`src/hw/rtl/liferle_pkg.sv`:
```
// Shared constants for the Life run-length run decoder.
package liferle_pkg;

    localparam int unsigned MAX_DIM = 4096;

    localparam int unsigned BYTE_W   = 8;
    localparam int unsigned DIM_W    = 13;
    localparam int unsigned POS_W    = 12;
    localparam int unsigned CUR_W    = 16;
    localparam int unsigned OUT_DW   = 40;
    localparam int unsigned CFG_IW   = 1;

    localparam logic [DIM_W-1:0] GRID_RESET = DIM_W'(64);
    localparam logic [DIM_W-1:0] DIM_LIMIT  = DIM_W'(MAX_DIM);
    localparam logic [CUR_W-1:0] CUR_MAX    = '1;

    localparam logic [BYTE_W-1:0] CH_END   = 8'h21;  // '!'
    localparam logic [BYTE_W-1:0] CH_DEAD  = 8'h62;  // 'b'
    localparam logic [BYTE_W-1:0] CH_LIVE  = 8'h6F;  // 'o'
    localparam logic [BYTE_W-1:0] CH_EOL   = 8'h24;  // '$'
    localparam logic [BYTE_W-1:0] CH_ZERO  = 8'h30;  // '0'
    localparam logic [BYTE_W-1:0] CH_NINE  = 8'h39;  // '9'

    localparam logic [CFG_IW-1:0] REG_GRID_WIDTH  = CFG_IW'(0);
    localparam logic [CFG_IW-1:0] REG_GRID_HEIGHT = CFG_IW'(1);

endpackage

```
`src/hw/rtl/life_rle_run_decoder_core.sv`:
```
// Life run-length run decoder: text bytes in, live spans and end marker out.
//
// Usage:
//   s_axis carries one pattern character per transaction (tdata = text_byte,
//   tuser = begin_req). Comments and line breaks must be stripped upstream.
//   m_axis gives one transaction per 'o' (a live span) and per '!' (end
//   marker, tlast high, all span fields zero). Digits, 'b', '$' and other
//   bytes give no output transaction.
//   The cfg channel writes grid_width (index 0) or grid_height (index 1);
//   write only while the decoder is idle. cfg is always ready.
// Flow:
//   One byte per cycle sustained while m_axis takes results. A byte sits in
//   the input register, where the cursor/count update and the span clip are
//   done, and its result lands in the output register that drives m_axis.
// Reset / stall:
//   Reset clears cursor, count and stop flag and sets the grid size to 64 x 64.
//   When m_axis stalls with a result pending, bytes that produce no output
//   still pass; a byte that produces output waits in the input register
//   and s_axis tready drops only then.
module life_rle_run_decoder_core (
    input  logic                               i_clk,
    input  logic                               i_rst_n,
    // slave stream
    input  logic                               i_s_axis_tvalid,
    output logic                               o_s_axis_tready,
    input  logic [liferle_pkg::BYTE_W-1:0]     i_s_axis_tdata,   // [7:0] text_byte
    input  logic                               i_s_axis_tuser,   // [0] begin_req
    // master stream
    output logic                               o_m_axis_tvalid,
    input  logic                               i_m_axis_tready,
    output logic [liferle_pkg::OUT_DW-1:0]     o_m_axis_tdata,   // [11:0] row, [23:12] start_col,
                                                                 // [36:24] run_length, [39:37] zero
    output logic                               o_m_axis_tlast,   // end_of_pattern
    // configuration writes
    input  logic                               i_cfg_valid,
    output logic                               o_cfg_ready,
    input  logic [liferle_pkg::CFG_IW-1:0]     i_cfg_index,
    input  logic [liferle_pkg::DIM_W-1:0]      i_cfg_data
);
    import liferle_pkg::*;

    logic [DIM_W-1:0]  r_grid_w;
    logic [DIM_W-1:0]  r_grid_h;

    logic              r_s1_valid;
    logic [BYTE_W-1:0] r_s1_byte;
    logic              r_s1_begin;

    logic [CUR_W-1:0]  r_rep;
    logic              r_cnt_present;
    logic [CUR_W-1:0]  r_col;
    logic [CUR_W-1:0]  r_row;
    logic              r_stopped;

    logic              r_out_valid;
    logic [POS_W-1:0]  r_out_row;
    logic [POS_W-1:0]  r_out_col;
    logic [DIM_W-1:0]  r_out_len;
    logic              r_out_last;

    logic [CUR_W-1:0]  n_rep;
    logic              n_cnt_present;
    logic [CUR_W-1:0]  n_col;
    logic [CUR_W-1:0]  n_row;
    logic              n_stopped;

    logic [CUR_W-1:0]  cur_rep;
    logic              cur_present;
    logic [CUR_W-1:0]  cur_col;
    logic [CUR_W-1:0]  cur_row;
    logic              cur_stopped;

    logic              is_end;
    logic              is_live;
    logic              is_dead;
    logic              is_eol;
    logic              is_digit;
    logic              emit;
    logic              s1_adv;

    logic [CUR_W-1:0]  count;
    logic [CUR_W+3:0]  rep_x10;
    logic [CUR_W:0]    col_sum;
    logic [CUR_W:0]    row_sum;
    logic [CUR_W-1:0]  col_adv;
    logic [CUR_W-1:0]  row_adv;
    logic [DIM_W-1:0]  eff_w;
    logic [DIM_W-1:0]  eff_h;
    logic              in_grid;
    logic [DIM_W-1:0]  room;
    logic [DIM_W-1:0]  span_len;

    assign o_cfg_ready = 1'b1;

    always_comb begin
        cur_rep     = r_s1_begin ? '0 : r_rep;
        cur_present = r_s1_begin ? 1'b0 : r_cnt_present;
        cur_col     = r_s1_begin ? '0 : r_col;
        cur_row     = r_s1_begin ? '0 : r_row;
        cur_stopped = r_s1_begin ? 1'b0 : r_stopped;

        is_end   = !cur_stopped && (r_s1_byte == CH_END);
        is_live  = !cur_stopped && (r_s1_byte == CH_LIVE);
        is_dead  = !cur_stopped && (r_s1_byte == CH_DEAD);
        is_eol   = !cur_stopped && (r_s1_byte == CH_EOL);
        is_digit = !cur_stopped && (r_s1_byte >= CH_ZERO) && (r_s1_byte <= CH_NINE);
        emit     = is_end || is_live;

        count   = cur_present ? cur_rep : CUR_W'(1);
        rep_x10 = {cur_rep, 3'b000} + {2'b00, cur_rep, 1'b0}
                + (CUR_W+4)'(r_s1_byte - CH_ZERO);
        col_sum = {1'b0, cur_col} + {1'b0, count};
        row_sum = {1'b0, cur_row} + {1'b0, count};
        col_adv = col_sum[CUR_W] ? CUR_MAX : col_sum[CUR_W-1:0];
        row_adv = row_sum[CUR_W] ? CUR_MAX : row_sum[CUR_W-1:0];

        eff_w   = (r_grid_w > DIM_LIMIT) ? DIM_LIMIT : r_grid_w;
        eff_h   = (r_grid_h > DIM_LIMIT) ? DIM_LIMIT : r_grid_h;
        in_grid = (cur_row < CUR_W'(eff_h)) && (cur_col < CUR_W'(eff_w));
        room    = eff_w - cur_col[DIM_W-1:0];
        span_len = (count < CUR_W'(room)) ? count[DIM_W-1:0] : room;

        n_rep         = '0;
        n_cnt_present = 1'b0;
        n_col         = cur_col;
        n_row         = cur_row;
        n_stopped     = cur_stopped;
        if (cur_stopped) begin
            n_rep         = cur_rep;
            n_cnt_present = cur_present;
        end else if (is_end) begin
            n_stopped = 1'b1;
        end else if (is_digit) begin
            n_rep         = (rep_x10 > (CUR_W+4)'(CUR_MAX)) ? CUR_MAX : rep_x10[CUR_W-1:0];
            n_cnt_present = 1'b1;
        end else if (is_dead || is_live) begin
            n_col = col_adv;
        end else if (is_eol) begin
            n_row = row_adv;
            n_col = '0;
        end
    end

    assign s1_adv          = r_s1_valid && (!emit || !r_out_valid || i_m_axis_tready);
    assign o_s_axis_tready = !r_s1_valid || s1_adv;

    always_ff @(posedge i_clk) begin
        if (!i_rst_n) begin
            r_grid_w      <= GRID_RESET;
            r_grid_h      <= GRID_RESET;
            r_s1_valid    <= 1'b0;
            r_rep         <= '0;
            r_cnt_present <= 1'b0;
            r_col         <= '0;
            r_row         <= '0;
            r_stopped     <= 1'b0;
            r_out_valid   <= 1'b0;
        end else begin
            if (i_cfg_valid) begin
                if (i_cfg_index == REG_GRID_WIDTH) begin
                    r_grid_w <= i_cfg_data;
                end else begin
                    r_grid_h <= i_cfg_data;
                end
            end
            if (o_s_axis_tready) begin
                r_s1_valid <= i_s_axis_tvalid;
            end
            if (s1_adv) begin
                r_rep         <= n_rep;
                r_cnt_present <= n_cnt_present;
                r_col         <= n_col;
                r_row         <= n_row;
                r_stopped     <= n_stopped;
            end
            if (s1_adv && emit) begin
                r_out_valid <= 1'b1;
            end else if (i_m_axis_tready) begin
                r_out_valid <= 1'b0;
            end
        end
    end

    always_ff @(posedge i_clk) begin
        if (o_s_axis_tready) begin
            r_s1_byte  <= i_s_axis_tdata;
            r_s1_begin <= i_s_axis_tuser;
        end
        if (s1_adv && emit) begin
            r_out_last <= is_end;
            if (is_live && in_grid) begin
                r_out_row <= cur_row[POS_W-1:0];
                r_out_col <= cur_col[POS_W-1:0];
                r_out_len <= span_len;
            end else begin
                r_out_row <= '0;
                r_out_col <= '0;
                r_out_len <= '0;
            end
        end
    end

    assign o_m_axis_tvalid = r_out_valid;
    assign o_m_axis_tlast  = r_out_last;
    assign o_m_axis_tdata  = {{(OUT_DW-2*POS_W-DIM_W){1'b0}}, r_out_len, r_out_col, r_out_row};

    a_end_stops: assert property (@(posedge i_clk) disable iff (!i_rst_n)
        s1_adv && is_end |=> r_stopped)
        else $error("terminator did not set stop flag");

    a_count_clear: assert property (@(posedge i_clk) disable iff (!i_rst_n)
        !r_cnt_present |-> (r_rep == '0))
        else $error("repeat count held without digits");

    a_end_zero: assert property (@(posedge i_clk) disable iff (!i_rst_n)
        r_out_valid && r_out_last |->
            (r_out_len == '0) && (r_out_row == '0) && (r_out_col == '0))
        else $error("end result carries span data");

    a_len_clip: assert property (@(posedge i_clk) disable iff (!i_rst_n)
        r_out_valid && !r_out_last |-> (r_out_len <= eff_w))
        else $error("span exceeds grid width");

    a_no_overwrite: assert property (@(posedge i_clk) disable iff (!i_rst_n)
        r_out_valid && !i_m_axis_tready |=> r_out_valid && $stable(r_out_len))
        else $error("pending result overwritten");

endmodule
```
`config.mk`:
```
export PLATFORM = sky130hd
export DESIGN_NAME = life_rle_run_decoder_core
export DESIGN_NICKNAME = d
export VERILOG_FILES = /design/src/hw/rtl/liferle_pkg.sv /design/src/hw/rtl/life_rle_run_decoder_core.sv
export SDC_FILE = /design/constraint.sdc
export NUM_CORES = 1
export LEC_CHECK = 0
export BUFFER_PORTS_ARGS = -buffer_cell sky130_fd_sc_hd__buf_2
export CAP_MARGIN = 20
export CORE_ASPECT_RATIO = 1.1
export CORE_MARGIN = 5
export CORE_UTILIZATION = 45
export CTS_CLUSTER_SIZE = 30
export DETAILED_ROUTE_END_ITERATION = 10
export PLACE_DENSITY = 0.69
export SETUP_SLACK_MARGIN = 0.3
export SLEW_MARGIN = 20
export SYNTH_ARGS = -nofsm -noshare
export SYNTH_HDL_FRONTEND = slang
export SYNTH_SLANG_ARGS = --single-unit
```
`constraint.sdc`:
```
create_clock -name i_clk -period 9.75 [get_ports i_clk]
set_input_delay 1.95 -clock i_clk [delete_from_list [all_inputs] [get_ports i_clk]]
set_output_delay 1.95 -clock i_clk [all_outputs]
set_load 0.01 [all_outputs]
```
* Word level (Yosys, flattened, before mapping)
Cells that the tools add are included.
** Word-level totals
- Input bits :: 28
- Logic and storage cells :: 88
- Flip-flop bits (word level) :: 125
- Output and inout bits :: 44
** Operators by class
- Add/sub/neg operators :: 6
- Multiplexer cells :: 32
- Reduce and logical (&&, ||, !) cells :: 22
- Bitwise operators :: 1
- $lt $le $gt $ge :: 8
- Eq/ne operators :: 4
** Operators by type and width (number)
- $mux 16 :: 20
- $lt 16x13->1 :: 3
- $mux 13 :: 3
- $add 16x16->17 :: 2
- $gt 13x13->1 const B :: 2
- $add 19x17->20 :: 1
- $add 20x20->20 :: 1
- $gt 20x16->1 const B :: 1
- $eq 8x6->1 const B :: 2
- $eq 8x7->1 const B :: 2
- $sub 13x13->13 :: 1
- $logic_and 1x1->1 :: 10
- $mux 1 :: 9
- $sub 8x6->9 const B :: 1
- $ge 8x6->1 const B :: 1
- $le 8x6->1 const B :: 1
- $logic_or 1x1->1 :: 5
- $logic_not 1->1 :: 4
- $reduce_and 2->1 :: 2
- $reduce_bool 2->1 :: 1
- $not 1->1 :: 1

* Longest topological paths before layout
- Word-level depth :: 10
- Gate-level depth with buffers :: 23

* Least setup slack after synthesis
Ideal clock, no wire load.
- Path kind :: reg2reg
- From :: register r_s1_begin
- To :: register r_out_len[0], data pin
- Data required time :: 9.484 ns
- Setup slack :: 4.844 ns
- Stages on the path, launching flop included :: 24
- Arrival :: 4.640 ns
- Path buffers :: 4
- Path through :: edfxtp_1 > buf_1 > clkbuf_1 > clkbuf_1 > nand2b_1 > inv_1 > ha_1 > inv_1 > fa_1 > a21o_1 > a21oi_1 > o21bai_1 > a2111oi_0 > nor2_1 > mux2i_1 > nor2_1 > ha_1 > a21o_1 > a21oi_1 > o211ai_1 > a31oi_2 > buf_4 > mux2i_1 > nor2_1
** Between the ends
- Longest elaborated chain between the ends :: 4
- Elaborated cells on any way between the ends :: 15
- Classes of those cells :: 1 x add/sub; 3 x order compare; 7 x mux; 4 x reduce/logical
** Ends and longest elaborated chain
- start, declared :: line life_rle_run_decoder_core.sv:47 : logic r_s1_begin;
- start signal, assigned :: line life_rle_run_decoder_core.sv:187 : r_s1_begin <= i_s_axis_tuser;
- $mux 16 * :: line life_rle_run_decoder_core.sv:98 : cur_col = r_s1_begin ? '0 : r_col;
- via cur_col[0] :: line life_rle_run_decoder_core.sv:69 : logic [CUR_W-1:0] cur_col;
- $sub 13x13->13 / $lt 16x13->1 (equally long branches) :: line life_rle_run_decoder_core.sv:120, life_rle_run_decoder_core.sv:119
- $lt 16x13->1 / $logic_and 1x1->1 (equally long branches) :: line life_rle_run_decoder_core.sv:121, life_rle_run_decoder_core.sv:119
- $mux 13 / $logic_and 1x1->1 (equally long branches) :: line life_rle_run_decoder_core.sv:121, life_rle_run_decoder_core.sv:191
- end signal, assigned :: line life_rle_run_decoder_core.sv:194 : r_out_len <= span_len;
- end, declared :: line life_rle_run_decoder_core.sv:58 : logic [DIM_W-1:0] r_out_len;
Mark *: on every way through the listed nets, which the timed path passes. The rest lies on a longest branch.
A chain may end at the register's enable or synchronous reset.

* Worst setup path after layout
- From :: register r_s1_begin
- To :: register r_out_len[9], data pin
The elaborated chain is that of the path after synthesis.

==> flow_metrics.tcl <==
set metrics [dict create \
    final_area_sq_um 10920 \
    fmax_mhz 182.2 \
    clockBufferDepth 2 \
    rsz0062_at_grt "no" \
    synth.avg_cell_area_sq_um 8.590 \
    postRouteAntennaNets 0 \
    grt_pass1_vias 8101 \
    p_int_uw 1037 \
    ys_types 85 \
    fp.coreArea_sq_um 21300 \
    maxCapViolations 0 \
    clk_pin_slew_worst_paths_ns 0.06 \
    netlist.area_leader.share 0.1607 \
    p_sw_uw 356.8 \
    vias_per_cell 5.660 \
    area_growth_syn_to_layout_pct 12.36 \
    cp-start-kind "flop" \
    die_h_microns 164.1 \
    cts_resized 0 \
    finalClockSkew_ns 0.01380 \
    cts_tree "built" \
    period_needed_ns 5.487 \
    clk_latency_ns 0.44 \
    synth_cells 1131 \
    synthFlopType "dfxtp_1" \
    critPathKind "reg -> reg" \
    grt_max_degree 62 \
    finalWorstSetupSlack_ns 4.263 \
    powerDensity_nw_per_um2 127.7 \
    final_cell_mix "129 x nand2_1, 112 x a21oi_1, 104 x ha_1" \
    wire_per_inst_microns 18.04 \
    num_rows 56 \
    cts-root-buf "clkbuf_16" \
    layout_commonest_cell "nand2_1" \
    combPwrFrac 0.107 \
    yosysWarnings 0 \
    setup_viol 0 \
    synthTopCellsByArea "dfxtp_1 16%, edfxtp_1 15%, ha_1 13%" \
    status "finished clean" \
    drtIter0Drc 703 \
    hpwl_mm 20.68 \
    top_level_ports 72 \
    numCtsBuffers 17 \
    portBuffers 67 \
    hold_viol_final 0 \
    slew-limit-headroom 0.2569 \
    tns_ns 0 \
    place_congestion 0.9103 \
    synth_async_sr_flop_share 0 \
    drive_gt1_frac 0.1231 \
    r2r_slack_ns 4.26 \
    ctsHoldBuffers 0 \
    htreeDepth 4 \
    vias 8400 \
    clock-sinks 125 \
    firstDrtPassIters 5 \
    placed_area_sq_um 10270 \
    syn_area_sq_um 9716 \
    yosys.area.top_type "dfxtp_1" \
    worstMarginPinSlew_ns 1.111 \
    path_max_fanout 15 \
    clockPowerShare 0.494 \
    worstSetupEndpointType "flop" \
    power_leakage_uw 0.004784 \
    fin_crit_sh 0.5628 \
    hp-class "reg -> reg" \
    start_util 0.4561 \
    pre_cts_slack_ns 4.388 \
    seq_power_share 0.399 \
    ir_worst_vdd_v 0.0001103 \
    antenna_cells 0 \
    die_width_microns 150.1 \
    grt_overflow 0 \
    synth_edf_count 47 \
    dieArea_sq_um 24630 \
    antenna_found_initial 0 \
    nets 1331 \
    yosysSeqAreaShare 0.3060 \
    synth_seq_cells 125 \
    cts_setup_buffers 0 \
    maxSlewViolCount 0 \
    route.detailed.drc 0 \
    worstPathRequired_ns 9.92 \
    utilization 0.5125 \
    track_usage 0.2197 \
    switching_share 0.2560 \
    cp.arrival_ns 5.66 \
    routed_wirelength_mm 26.77 \
    grt_pass1_wl_mm 42.55 \
]
==> layout make-up <==
type | instances | area, sq um
Fill cell | 2060 | 10380
Multi-Input combinational cell | 890 | 6271
Sequential cell | 125 | 2973
Clock buffer | 20 | 479.2
Timing Repair Buffer | 75 | 405.4
Tap cell | 290 | 362.8
Inverter | 72 | 270.3
Clock inverter | 12 | 155.1
==> sequential cells by signal, summed over array words and instances (netlist names) <==
name,flops
r_s1_byte,8
r_out_row,12
r_grid_w,13
o_m_axis_tlast,1
r_col,16
r_s1_begin,1
r_row,16
r_stopped,1
r_out_len,13
r_s1_valid,1
r_grid_h,13
r_cnt_present,1
o_m_axis_tvalid,1
r_out_col,12
r_rep,16
==> Yosys cell counts, drive strengths merged, types with 6 or more instances <==
cell     number
o2111ai       6
nand2b       31
buf          16
a21oi       112
nor3b        11
inv          71
a211oi       20
o21a         12
nor2b        51
xnor2        32
nor3         17
clkbuf       30
and3          6
fa           18
dfxtp        78
nand2       129
nand3        29
ha          104
o211ai       11
a31oi        14
nor2         87
mux2i        14
xor2         13
nor4         10
edfxtp       47
a21o         13
o31ai         7
o21ai        53
o2bb2ai       9
and2         11
==> worst max-delay path, cell delays in order, from the launching register on <==
cell and delay [ns]:
edfxtp_1 0.51, nand2b_1 0.23, inv_1 0.09, ha_1 0.17, inv_1 0.05, fa_1 0.39, a21o_1 0.21, a21oi_1 0.21
o21bai_1 0.11, a2111oi_0 0.74, nor2_1 0.19, mux2i_1 0.25, nor2_1 0.08, ha_1 0.29, a21o_1 0.16, a21oi_1 0.17
o211ai_1 0.12, a31oi_2 0.87, mux2i_1 0.18, nor2b_1 0.18
==> cell families after synthesis <==
kind of cell | Yosys count | synth area share
compound gates | 298 | 0.2075
xor+xnor | 45 | 0.04134
fa+ha+maj | 122 | 0.1710
buf+inv | 118 | 0.05035
flops | 125 | 0.3060
mux | 15 | 0.01558
other cells | 2 | 0.0007730
simple gates | 406 | 0.2075
==> through the flow <==
stage | instances | hold WS (ns) | power, uW
2_1_floorplan | 1133 | 0.4247 | 678.3
3_3_place_gp | 1450 | 0.4368 | 710.9
3_5_place_dp | 1451 | 0.4402 | 713.3
4_1_cts | 1483 | 0.4487 | 1399
5_1_grt | 1484 | 0.4778 | 1438
6_report | 1484 | 0.4455 | 1394
==> path summary, 6_finish.rpt <==
| path | from | to | cells past startpoint |
|---|---|---|---|
| worst max-delay path | r_s1_begin$_DFFE_PP_ | r_out_len[9]$_SDFFCE_PN0P_ | 19 |
| worst min-delay path | r_row[12]$_SDFFE_PN0P_ | r_row[12]$_SDFFE_PN0P_ | 2 |
| worst max register to register | r_s1_begin$_DFFE_PP_ | r_out_len[9]$_SDFFCE_PN0P_ | 19 |
| worst min register to register | r_row[12]$_SDFFE_PN0P_ | r_row[12]$_SDFFE_PN0P_ | 2 |
==> per-layer routing <==
metal	part of all wire	GRT usage	vias to the layer above
met2	0.49	0.3815	222
met3	0.049	0.03366	30
met4	0.019	0.06240	0
met5	0	0	-
met1	0.44	0.2836	4023
li1	-	-	4125
==> power by group through the flow <==
stage | combinational [uW] | sequential [uW] | clock, uW
6_report | 149 | 556 | 689
3_3_place_gp | 144 | 567 | 0
4_1_cts | 148 | 556 | 695
3_5_place_dp | 146 | 567 | 0
5_1_grt | 165 | 557 | 716
2_1_floorplan | 114 | 564 | 0
Note: power is estimated with default switching activity, not from simulation.
